File: config.mk
export PLATFORM = sky130hd
export DESIGN_NAME = stsum_ctrl
export DESIGN_NICKNAME = d
export VERILOG_FILES = /design/src/rtl/core/stsum_pkg.sv /design/src/rtl/core/stsum_ctrl.sv
export SDC_FILE = /design/constraint.sdc
export NUM_CORES = 1
export LEC_CHECK = 0
export ABC_AREA = 0
export BUFFER_PORTS_ARGS = -buffer_cell sky130_fd_sc_hd__buf_2
export CORE_MARGIN = 2
export CORE_UTILIZATION = 45
export DETAILED_ROUTE_END_ITERATION = 10
export PLACE_DENSITY = 0.64
export SYNTH_ARGS = -nofsm -noshare
export SYNTH_HDL_FRONTEND = slang
export SYNTH_SLANG_ARGS = --single-unit
export TNS_END_PERCENT = 10
File: constraint.sdc
create_clock -name clk -period 10.5 [get_ports clk]
set_input_delay 1.05 -clock clk [delete_from_list [all_inputs] [get_ports clk]]
set_output_delay 1.05 -clock clk [all_outputs]
set_load 0.01 [all_outputs]
File: src/rtl/core/stsum_pkg.sv
// Package with the shared types, constants and state codes of the summation tree.
package stsum_pkg;

	localparam int MAX_POSITIONS_DEF = 4096;
	localparam int SIZE_W = 13;
	localparam int POS_W = 13;
	localparam int DATA_W = 32;
	localparam logic [SIZE_W-1:0] SIZE_RESET = 13'd4096;

	localparam logic CMD_ADD = 1'b0;
	localparam logic CMD_SUM = 1'b1;

	typedef enum logic [1:0] {
		ST_CLEAR,
		ST_IDLE,
		ST_ADD,
		ST_QUERY
	} state_t;

	typedef struct packed {
		logic cmd;
		logic [POS_W-1:0] position_a;
		logic signed [DATA_W-1:0] value_b;
	} cmd_item_t;

	typedef struct packed {
		logic signed [DATA_W-1:0] range_sum;
		logic range_error;
	} result_item_t;

endpackage

File: src/rtl/core/stsum_ctrl.sv
// Sequencer and shared adder that walk the tree for clears, adds and range sums.
module stsum_ctrl #(
	parameter int MAX_POSITIONS = stsum_pkg::MAX_POSITIONS_DEF,
	parameter int DEPTH = 2 * MAX_POSITIONS,
	parameter int AW = $clog2(DEPTH),
	parameter int CW = ($clog2(DEPTH + 1) > stsum_pkg::SIZE_W) ?
		$clog2(DEPTH + 1) : stsum_pkg::SIZE_W
) (
	input  logic                         clk,
	input  logic                         arst_n,
	input  logic                         start,
	output logic                         busy,
	input  stsum_pkg::cmd_item_t         command,
	input  logic [CW-1:0]                eff_size,
	output logic                         result_valid,
	output stsum_pkg::result_item_t      result,
	output logic                         ram_we,
	output logic [AW-1:0]                ram_waddr,
	output logic [stsum_pkg::DATA_W-1:0] ram_wdata,
	output logic [AW-1:0]                ram_raddr,
	input  logic [stsum_pkg::DATA_W-1:0] ram_rdata
);

	import stsum_pkg::*;

	localparam int NW = $clog2(DEPTH + 1);

	state_t state_q, state_d;
	logic [AW-1:0] clr_q, clr_d;
	logic pend_q, pend_d;
	logic [NW-1:0] idx_q, idx_d;
	logic [NW-1:0] r_q, r_d;
	logic [DATA_W-1:0] acc_q, acc_d;
	logic [DATA_W-1:0] delta_q, delta_d;
	result_item_t result_q, result_d;
	logic result_valid_q, result_valid_d;

	logic [DATA_W-1:0] op_a, op_b, sum;
	logic [CW-1:0] pos_ext;
	logic add_ok, a_gt_b, b_gt_size, q_err;
	logic [NW-1:0] leaf, r_init, parent, r_dec, l_sh, r_sh;

	assign op_a = (state_q == ST_ADD) ? delta_q : acc_q;
	assign op_b = pend_q ? ram_rdata : '0;
	assign sum = op_a + op_b;

	assign pos_ext = CW'(command.position_a);
	assign add_ok = (command.position_a != '0) && (pos_ext <= eff_size);
	assign a_gt_b = command.value_b[DATA_W-1] ||
		(DATA_W'(command.position_a) > $unsigned(command.value_b));
	assign b_gt_size = !command.value_b[DATA_W-1] &&
		($unsigned(command.value_b) > DATA_W'(eff_size));
	assign q_err = (command.position_a == '0) || b_gt_size;
	assign leaf = NW'(MAX_POSITIONS) + NW'(command.position_a) - NW'(1);
	assign r_init = NW'(MAX_POSITIONS) + NW'($unsigned(command.value_b));
	assign parent = idx_q >> 1;
	assign r_dec = r_q - NW'(1);
	assign l_sh = idx_q >> 1;
	assign r_sh = r_q >> 1;

	always_comb begin
		state_d = state_q;
		clr_d = clr_q;
		pend_d = 1'b0;
		idx_d = idx_q;
		r_d = r_q;
		acc_d = acc_q;
		delta_d = delta_q;
		result_d = result_q;
		result_valid_d = 1'b0;
		ram_we = 1'b0;
		ram_waddr = idx_q[AW-1:0];
		ram_wdata = sum;
		ram_raddr = idx_q[AW-1:0];
		case (state_q)
			ST_CLEAR: begin
				ram_we = 1'b1;
				ram_waddr = clr_q;
				ram_wdata = '0;
				clr_d = clr_q + AW'(1);
				if (clr_q == AW'(DEPTH - 1)) begin
					state_d = ST_IDLE;
				end
			end
			ST_IDLE: begin
				if (start) begin
					if (command.cmd == CMD_ADD) begin
						if (add_ok) begin
							ram_raddr = leaf[AW-1:0];
							pend_d = 1'b1;
							idx_d = leaf;
							delta_d = command.value_b;
							state_d = ST_ADD;
						end
					end else if (a_gt_b) begin
						result_d.range_sum = '0;
						result_d.range_error = 1'b0;
						result_valid_d = 1'b1;
					end else if (q_err) begin
						result_d.range_sum = '0;
						result_d.range_error = 1'b1;
						result_valid_d = 1'b1;
					end else begin
						idx_d = leaf;
						r_d = r_init;
						acc_d = '0;
						state_d = ST_QUERY;
					end
				end
			end
			ST_ADD: begin
				ram_we = 1'b1;
				ram_waddr = idx_q[AW-1:0];
				ram_wdata = sum;
				if (parent != '0) begin
					ram_raddr = parent[AW-1:0];
					pend_d = 1'b1;
					idx_d = parent;
				end else begin
					state_d = ST_IDLE;
				end
			end
			ST_QUERY: begin
				acc_d = sum;
				if (idx_q[0]) begin
					ram_raddr = idx_q[AW-1:0];
					pend_d = 1'b1;
					idx_d = idx_q + NW'(1);
				end else if (r_q[0]) begin
					ram_raddr = r_dec[AW-1:0];
					pend_d = 1'b1;
					r_d = r_dec;
				end else begin
					idx_d = l_sh;
					r_d = r_sh;
					if (!(l_sh < r_sh)) begin
						result_d.range_sum = sum;
						result_d.range_error = 1'b0;
						result_valid_d = 1'b1;
						state_d = ST_IDLE;
					end
				end
			end
			default: begin
				state_d = ST_IDLE;
			end
		endcase
	end

	always_ff @(posedge clk or negedge arst_n) begin
		if (!arst_n) begin
			state_q <= ST_CLEAR;
			clr_q <= '0;
			pend_q <= 1'b0;
			result_valid_q <= 1'b0;
		end else begin
			state_q <= state_d;
			clr_q <= clr_d;
			pend_q <= pend_d;
			result_valid_q <= result_valid_d;
		end
	end

	always_ff @(posedge clk) begin
		idx_q <= idx_d;
		r_q <= r_d;
		acc_q <= acc_d;
		delta_q <= delta_d;
		result_q <= result_d;
	end

	assign busy = (state_q != ST_IDLE);
	assign result_valid = result_valid_q;
	assign result = result_q;

	a_add_has_data: assert property (@(posedge clk) disable iff (!arst_n)
		state_q == ST_ADD |-> pend_q && idx_q != '0)
		else $error("Add walk runs without read data for its node.");

	a_query_window: assert property (@(posedge clk) disable iff (!arst_n)
		state_q == ST_QUERY |-> idx_q <= r_q)
		else $error("Query walk runs with its bounds crossed.");

	a_result_idle: assert property (@(posedge clk) disable iff (!arst_n)
		result_valid_q |-> state_q == ST_IDLE)
		else $error("Result posted while the sequencer is still busy.");

	a_clear_full: assert property (@(posedge clk) disable iff (!arst_n)
		state_q == ST_CLEAR |=> state_q == ST_CLEAR ||
			(state_q == ST_IDLE && $past(clr_q) == AW'(DEPTH - 1)))
		else $error("Clearing pass ended before the last entry.");

endmodule

==> reports/results.tsv, run 1 <==
stage	metric	value	unit
run_status	status	finished, final reports clean	
critical_path	max incr delay on CP	450	ps
layout	fin area	12000	um2
synth	sequential element share of the synthesized area	0.410	
timing	Final TNS setup	0	ps
clock_network	Clk pin slew, worst setup/hold paths	70	ps
critical_path	CP Max Fanout	35	
critical_path	critical path launch point type	flop	
route	drt drc	0	
layout	fin nets	1395	
timing	final cycle utilization of the critical path	0.508	
timing	maximum clock rate	188	MHz
route	wire per inst	19.9	um
clock_network	Post-CTS Setup Bufs	0	
clock_network	CTS tree	done	
critical_path	Buffers & Inverters on Critical Path	2	
floorplan	core area	22400	um2
synth	number of synthesized flops with an enable pin	125	
clock_network	# clock sinks	142	
power_and_ir_drop	Leak	5.20	nW
min_path	Hold/Removal Path Class	flop to flop	
route	vias post-DR	8720	
timing	Slew headroom	0.301	
timing	Final Hold Fails	0	
global_routing	grt total ovfl	0	
floorplan	die area	23900	um2
timing	final setup vio count	0	
flow_run	Max Cap Violations	0	
timing	clock skew	11.7	ps
clock_network	post-CTS sizing	0	
route	DR iter-0 viols	890	
synth	main flop type after synthesis	edfxtp_1	
synth	ys async rst share	0.120	
floorplan	Die Y	155	um
synth	Mapped Cells	1047	
synth	Yosys top cell area share	0.368	
timing	post-layout min period	5330	ps
synth	Avg Cell Area, Syn	9.74	um2
critical_path	worst setup path class	flop to primary output	
floorplan	row count	55	
global_routing	first-pass GRT wire length	46900	um
global_routing	total track usage	0.253	
route	Routed Antenna Nets	0	
synth	Post-Syn Area	10200	um2
global_routing	number of global-route vias before repair	8432	
timing	Slew @ Worst Pin	1050	ps
synth	Syn Nets	1229	
route	DRT Pass-1 Iters	5	
route	DR vias/cell	5.77	
power_and_ir_drop	VDD IR max	0.000184	V
critical_path	Cell Chain, Critical Path	nor2b_4 -> buf_4 -> mux2_2 -> ha_1 -> fa_1 -> a211oi_1 -> o21ai_2 -> a31o_2 -> a221oi_2 -> o211ai_1 -> a21oi_1 -> xor2_1 -> nor2_1 -> buf_2	
synth	Area contributors post-synth	edfxtp_1 (37%), ha_1 (11%), mux2_2 (5.1%)	
layout	layout cells sized above 1	0.243	
synth	area leader, netlist	edfxtp_1	
critical_path	WP data arrival	4280	ps
synth	#FFs+latches synth	142	
global_routing	largest net degree at the start of global routing	64	
synth	synth warn	0	
placement	DP HPWL	22300	um
critical_path	Critical-path top delay cell	buf_4	
critical_path	CP Data Required Time	9450	ps
critical_path	cell family with most CP delay	compound AO/OA/AOI/OAI gates	
critical_path	Worst Setup End Kind	primary output	
floorplan	die width	155	um
placement	port bufs	188	
clock_network	H-Tree Depth	4	
clock_network	CTS hold repair buffers	0	
layout	Core Util, Final	0.535	
floorplan	Initial Util	0.455	
clock_network	CTS root buf	clkbuf_16	
clock_network	largest buffer count on any clock path	2	
power_and_ir_drop	P per Cell Area	353	nW/um2
placement	Placed Area	11400	um2
clock_network	TritonCTS buffer count	17	
global_routing	initial antenna violation count	1	
clock_network	worst-skew pair later-pin latency	430	ps
route	total routed wirelength	30100	um
timing	Slew Limit Fails	0	
floorplan	# IOs	189	
synth	Netlist cell types	65	
placement	RePlAce Congestion	0.917	
timing	RSZ-0062 raised after global routing	false	
layout	Area Overhead vs Synth	17.8	%
-- cell families (layout without fill, tap and decap cells) --
logic type,Yosys count,in the layout,synth area share
flops,142,142,0.410
mux,60,60,0.0645
simple gates,343,343,0.164
other cells,0,1,0
xor+xnor,65,65,0.0558
compound gates,240,240,0.157
buf+inv,110,289,0.0414
fa+ha+maj,87,87,0.107
-- cells in the mapped netlist, drive strengths merged, types with 4 or more instances --
cell type and n:
and3 11, o31ai 6, a31oi 8, nand2b 4
nor2b 11, and2 37, nand3b 7, o211ai 13
nor2 110, nand2 70, a2bb2oi 4, nand4 21
xor2 32, o21ai 60, and4 5, a21o 26
ha 86, or2 5, o221ai 5, inv 58
mux2i 14, o21a 8, buf 14, xnor2 33
mux2 46, edfxtp 125, nor4 12, nor3 22
clkbuf 38, dfrtp 17, a21oi 68, a211oi 10
o21bai 4, nand3 22
-- per-layer routing --
layer	track usage	vias up	routed length, um
li1	-	4169	-
met1	0.354	4137	13400
met2	0.394	367	13700
met3	0.0546	47	2340
met4	0.0789	0	627
met5	0	-	0
-- path summary, 6_finish.rpt --
path | to | slack [ps] | start | cells after the start
max in group asynchronous | state_q[1] | 9640 | arst_n | 1
setup / recovery | ram_wdata[20] | 5170 | state_q[0] | 14
setup reg to reg | result[21] | 6500 | state_q[0] | 13
hold reg to reg | clr_q[11] | 500 | clr_q[11] | 1
min in group asynchronous | result_valid | 540 | arst_n | 1
hold / removal | clr_q[11] | 500 | clr_q[11] | 1
-- final cells by class --
class	instances	area, um2
antenna	1	2.50
clock inverter	14	166
sequential	142	4180
timing repair buffer	199	1020
tap	285	357
clock buffer	18	429
inverter	58	218
fill	2072	10400
multi-input combinational	795	5640
-- cell usage in the layout (no fill, tap or decap), types with 33 or more instances in the layout --
cell type and instances:
buf_2 188, a21oi_1 67, ha_1 86, mux2_2 46, o21ai_0 54, nor2_1 108, nand2_1 69, edfxtp_1 125
xnor2_1 33, and2_1 36, inv_1 58
-- per-stage QoR --
| step | power [mW] | worst slack [ps] | hold WS [ps] | cells |
|---|---|---|---|---|
| after floorplan | 2.78 | 5020 | 457 | 1047 |
| after global placement | 3.57 | 5410 | 478 | 1479 |
| after detailed placement | 3.60 | 5380 | 482 | 1479 |
| after CTS | 4.23 | 5150 | 497 | 1511 |
| after global routing | 4.56 | 4780 | 518 | 1512 |
| final | 4.23 | 5170 | 498 | 1512 |
-- sequential cells by signal (all words and copies together), names as in the netlist, named ones only --
signal and count:
state_q 2, r_q 12, clr_q 13, result 33, idx_q 14, delta_q 32
result_valid 1, acc_q 32, pend_q 1
-- report_power, final --
group / switching (mW) / internal (mW)
Clock: 0.248 / 0.374
Sequential: 0.192 / 0.943
Combinational: 1.49 / 0.986
Total: 1.93 / 2.30
No activity file was read; power rests on OpenSTA's default activity.
==> run 2: changes to the inputs <==
- clock period: 10.5 -> 5.25 ns (I/O delays scaled with it)
==> reports/results.tsv, run 2 (synthesis results as in run 1) <==
stage	metric	value	unit
timing	Slew headroom	0.428	
timing	RSZ-0062 raised after global routing	false	
floorplan	Initial Util	0.455	
global_routing	Most Crowded Layer GR	met2	
layout	Area Overhead vs Synth	18.0	%
placement	DP HPWL	22200	um
global_routing	met1 GRT Util	0.363	
clock_network	Clk pin slew, worst setup/hold paths	60	ps
clock_network	post-CTS sizing	0	
critical_path	WP data arrival	4190	ps
route	wire per inst	19.7	um
layout	max FFs per register	33	
timing	Slew Limit Fails	0	
critical_path	worst setup path class	flop to primary output	
clock_network	CTS tree	done	
clock_network	# clock sinks	142	
global_routing	total track usage	0.248	
critical_path	CP Max Fanout	16	
floorplan	die area	23900	um2
clock_network	CTS root buf	clkbuf_16	
timing	clock skew	9.65	ps
timing	final setup vio count	0	
route	DRT Pass-1 Iters	6	
clock_network	TritonCTS buffer count	17	
route	drt drc	0	
clock_network	largest buffer count on any clock path	2	
flow_run	Max Cap Violations	0	
timing	final cycle utilization of the critical path	0.899	
global_routing	GR Layer Usage met3	0.0381	
power_and_ir_drop	Leak	5.20	nW
layout	layout cells sized above 1	0.245	
global_routing	met2 usage	0.384	
floorplan	Die Y	155	um
timing	post-layout min period	4720	ps
global_routing	number of global-route vias before repair	8367	
power_and_ir_drop	P per Cell Area	704	nW/um2
critical_path	Cell Chain, Critical Path	nor2b_4 -> buf_4 -> mux2_2 -> ha_1 -> a2111oi_4 -> o211ai_1 -> a41oi_1 -> o21bai_1 -> o31ai_2 -> o21ai_1 -> xnor2_1 -> nor2_1 -> buf_2	
critical_path	Worst Setup End Kind	primary output	
layout	fin nets	1397	
critical_path	critical path launch point type	flop	
placement	port bufs	188	
layout	most common cell after layout, fill and taps aside	buf_2	
clock_network	Post-CTS Setup Bufs	0	
global_routing	largest net degree at the start of global routing	64	
route	DR vias/cell	5.77	
placement	RePlAce Congestion	0.930	
clock_network	CTS hold repair buffers	0	
clock_network	worst-skew pair later-pin latency	430	ps
timing	Final TNS setup	0	ps
critical_path	max incr delay on CP	430	ps
timing	maximum clock rate	212	MHz
critical_path	CP Data Required Time	4720	ps
power_and_ir_drop	VDD IR max	0.000279	V
run_status	status	finished, final reports clean	
floorplan	core area	22400	um2
timing	Final Hold Fails	0	
global_routing	initial antenna violation count	1	
route	total routed wirelength	29800	um
min_path	Hold/Removal Path Class	primary input to asynchronous set/reset pin	
layout	Core Util, Final	0.536	
floorplan	die width	155	um
global_routing	grt total ovfl	0	
floorplan	row count	55	
floorplan	# IOs	189	
clock_network	H-Tree Depth	4	
route	Routed Antenna Nets	0	
route	DR iter-0 viols	693	
timing	Slew @ Worst Pin	858	ps
layout	commonest non-fill, non-tap cells in the layout	buf_2 (188), edfxtp_1 (125), nor2_1 (108)	
critical_path	Critical-path top delay cell	nor2b_4	
route	vias post-DR	8731	
global_routing	first-pass GRT wire length	46200	um
run 2: path summary, 6_finish.rpt:
check / start / endpoint / slack (ps) / depth (start not counted)
worst max register to register: state_q[0] / acc_q[31] / 1290 / 12
min in group clk: command[20] / delta_q[20] / 290 / 1
worst max-delay path: state_q[0] / ram_wdata[31] / 530 / 13
worst min-delay path: arst_n / clr_q[9] / 20 / 1
worst min register to register: clr_q[11] / clr_q[11] / 490 / 1
max in group asynchronous: arst_n / state_q[1] / 4930 / 1
run 2: routing by layer:
metal | share of wire | routed length [um] | vias up
li1 | - | - | 4176
met1 | 0.47 | 13900 | 4133
met2 | 0.44 | 13200 | 370
met3 | 0.065 | 1950 | 52
met4 | 0.022 | 660 | 0
met5 | 0 | 0 | -
run 2: final cells by class:
type,count,area [um2]
clock inverter,15,178
clock buffer,17,425
fill,2051,10400
timing repair buffer,201,1040
tap,285,357
antenna,1,2.50
sequential,142,4180
multi-input combinational,795,5640
inverter,58,218
run 2: stage by stage:
| stage | total power, mW | cell area [um2] | hold slack, ps | std cells | worst slack [ps] |
|---|---|---|---|---|---|
| floorplan | 5.56 | 10200 | 229 | 1047 | 290 |
| global placement | 7.12 | 11400 | 468 | 1481 | 1060 |
| detailed placement | 7.18 | 11400 | 473 | 1481 | 987 |
| CTS | 8.45 | 12000 | 15.0 | 1513 | 552 |
| global route | 9.10 | 12000 | 42.0 | 1514 | 184 |
| finish | 8.47 | 12000 | 15.4 | 1514 | 533 |
run 2: report_power, final:
part	switching, mW	internal (mW)
clock network	0.529	0.716
logic	2.97	1.98
registers	0.386	1.89
total	3.89	4.58
run 2: worst max-delay path: cells and delay by family, from the launching register on:
family,cells,cell delay (ps)
compound gates,6,1440
xor+xnor,1,220
fa+ha+maj,1,420
buf+inv,2,430
flops,1,410
mux,1,350
simple gates,2,490
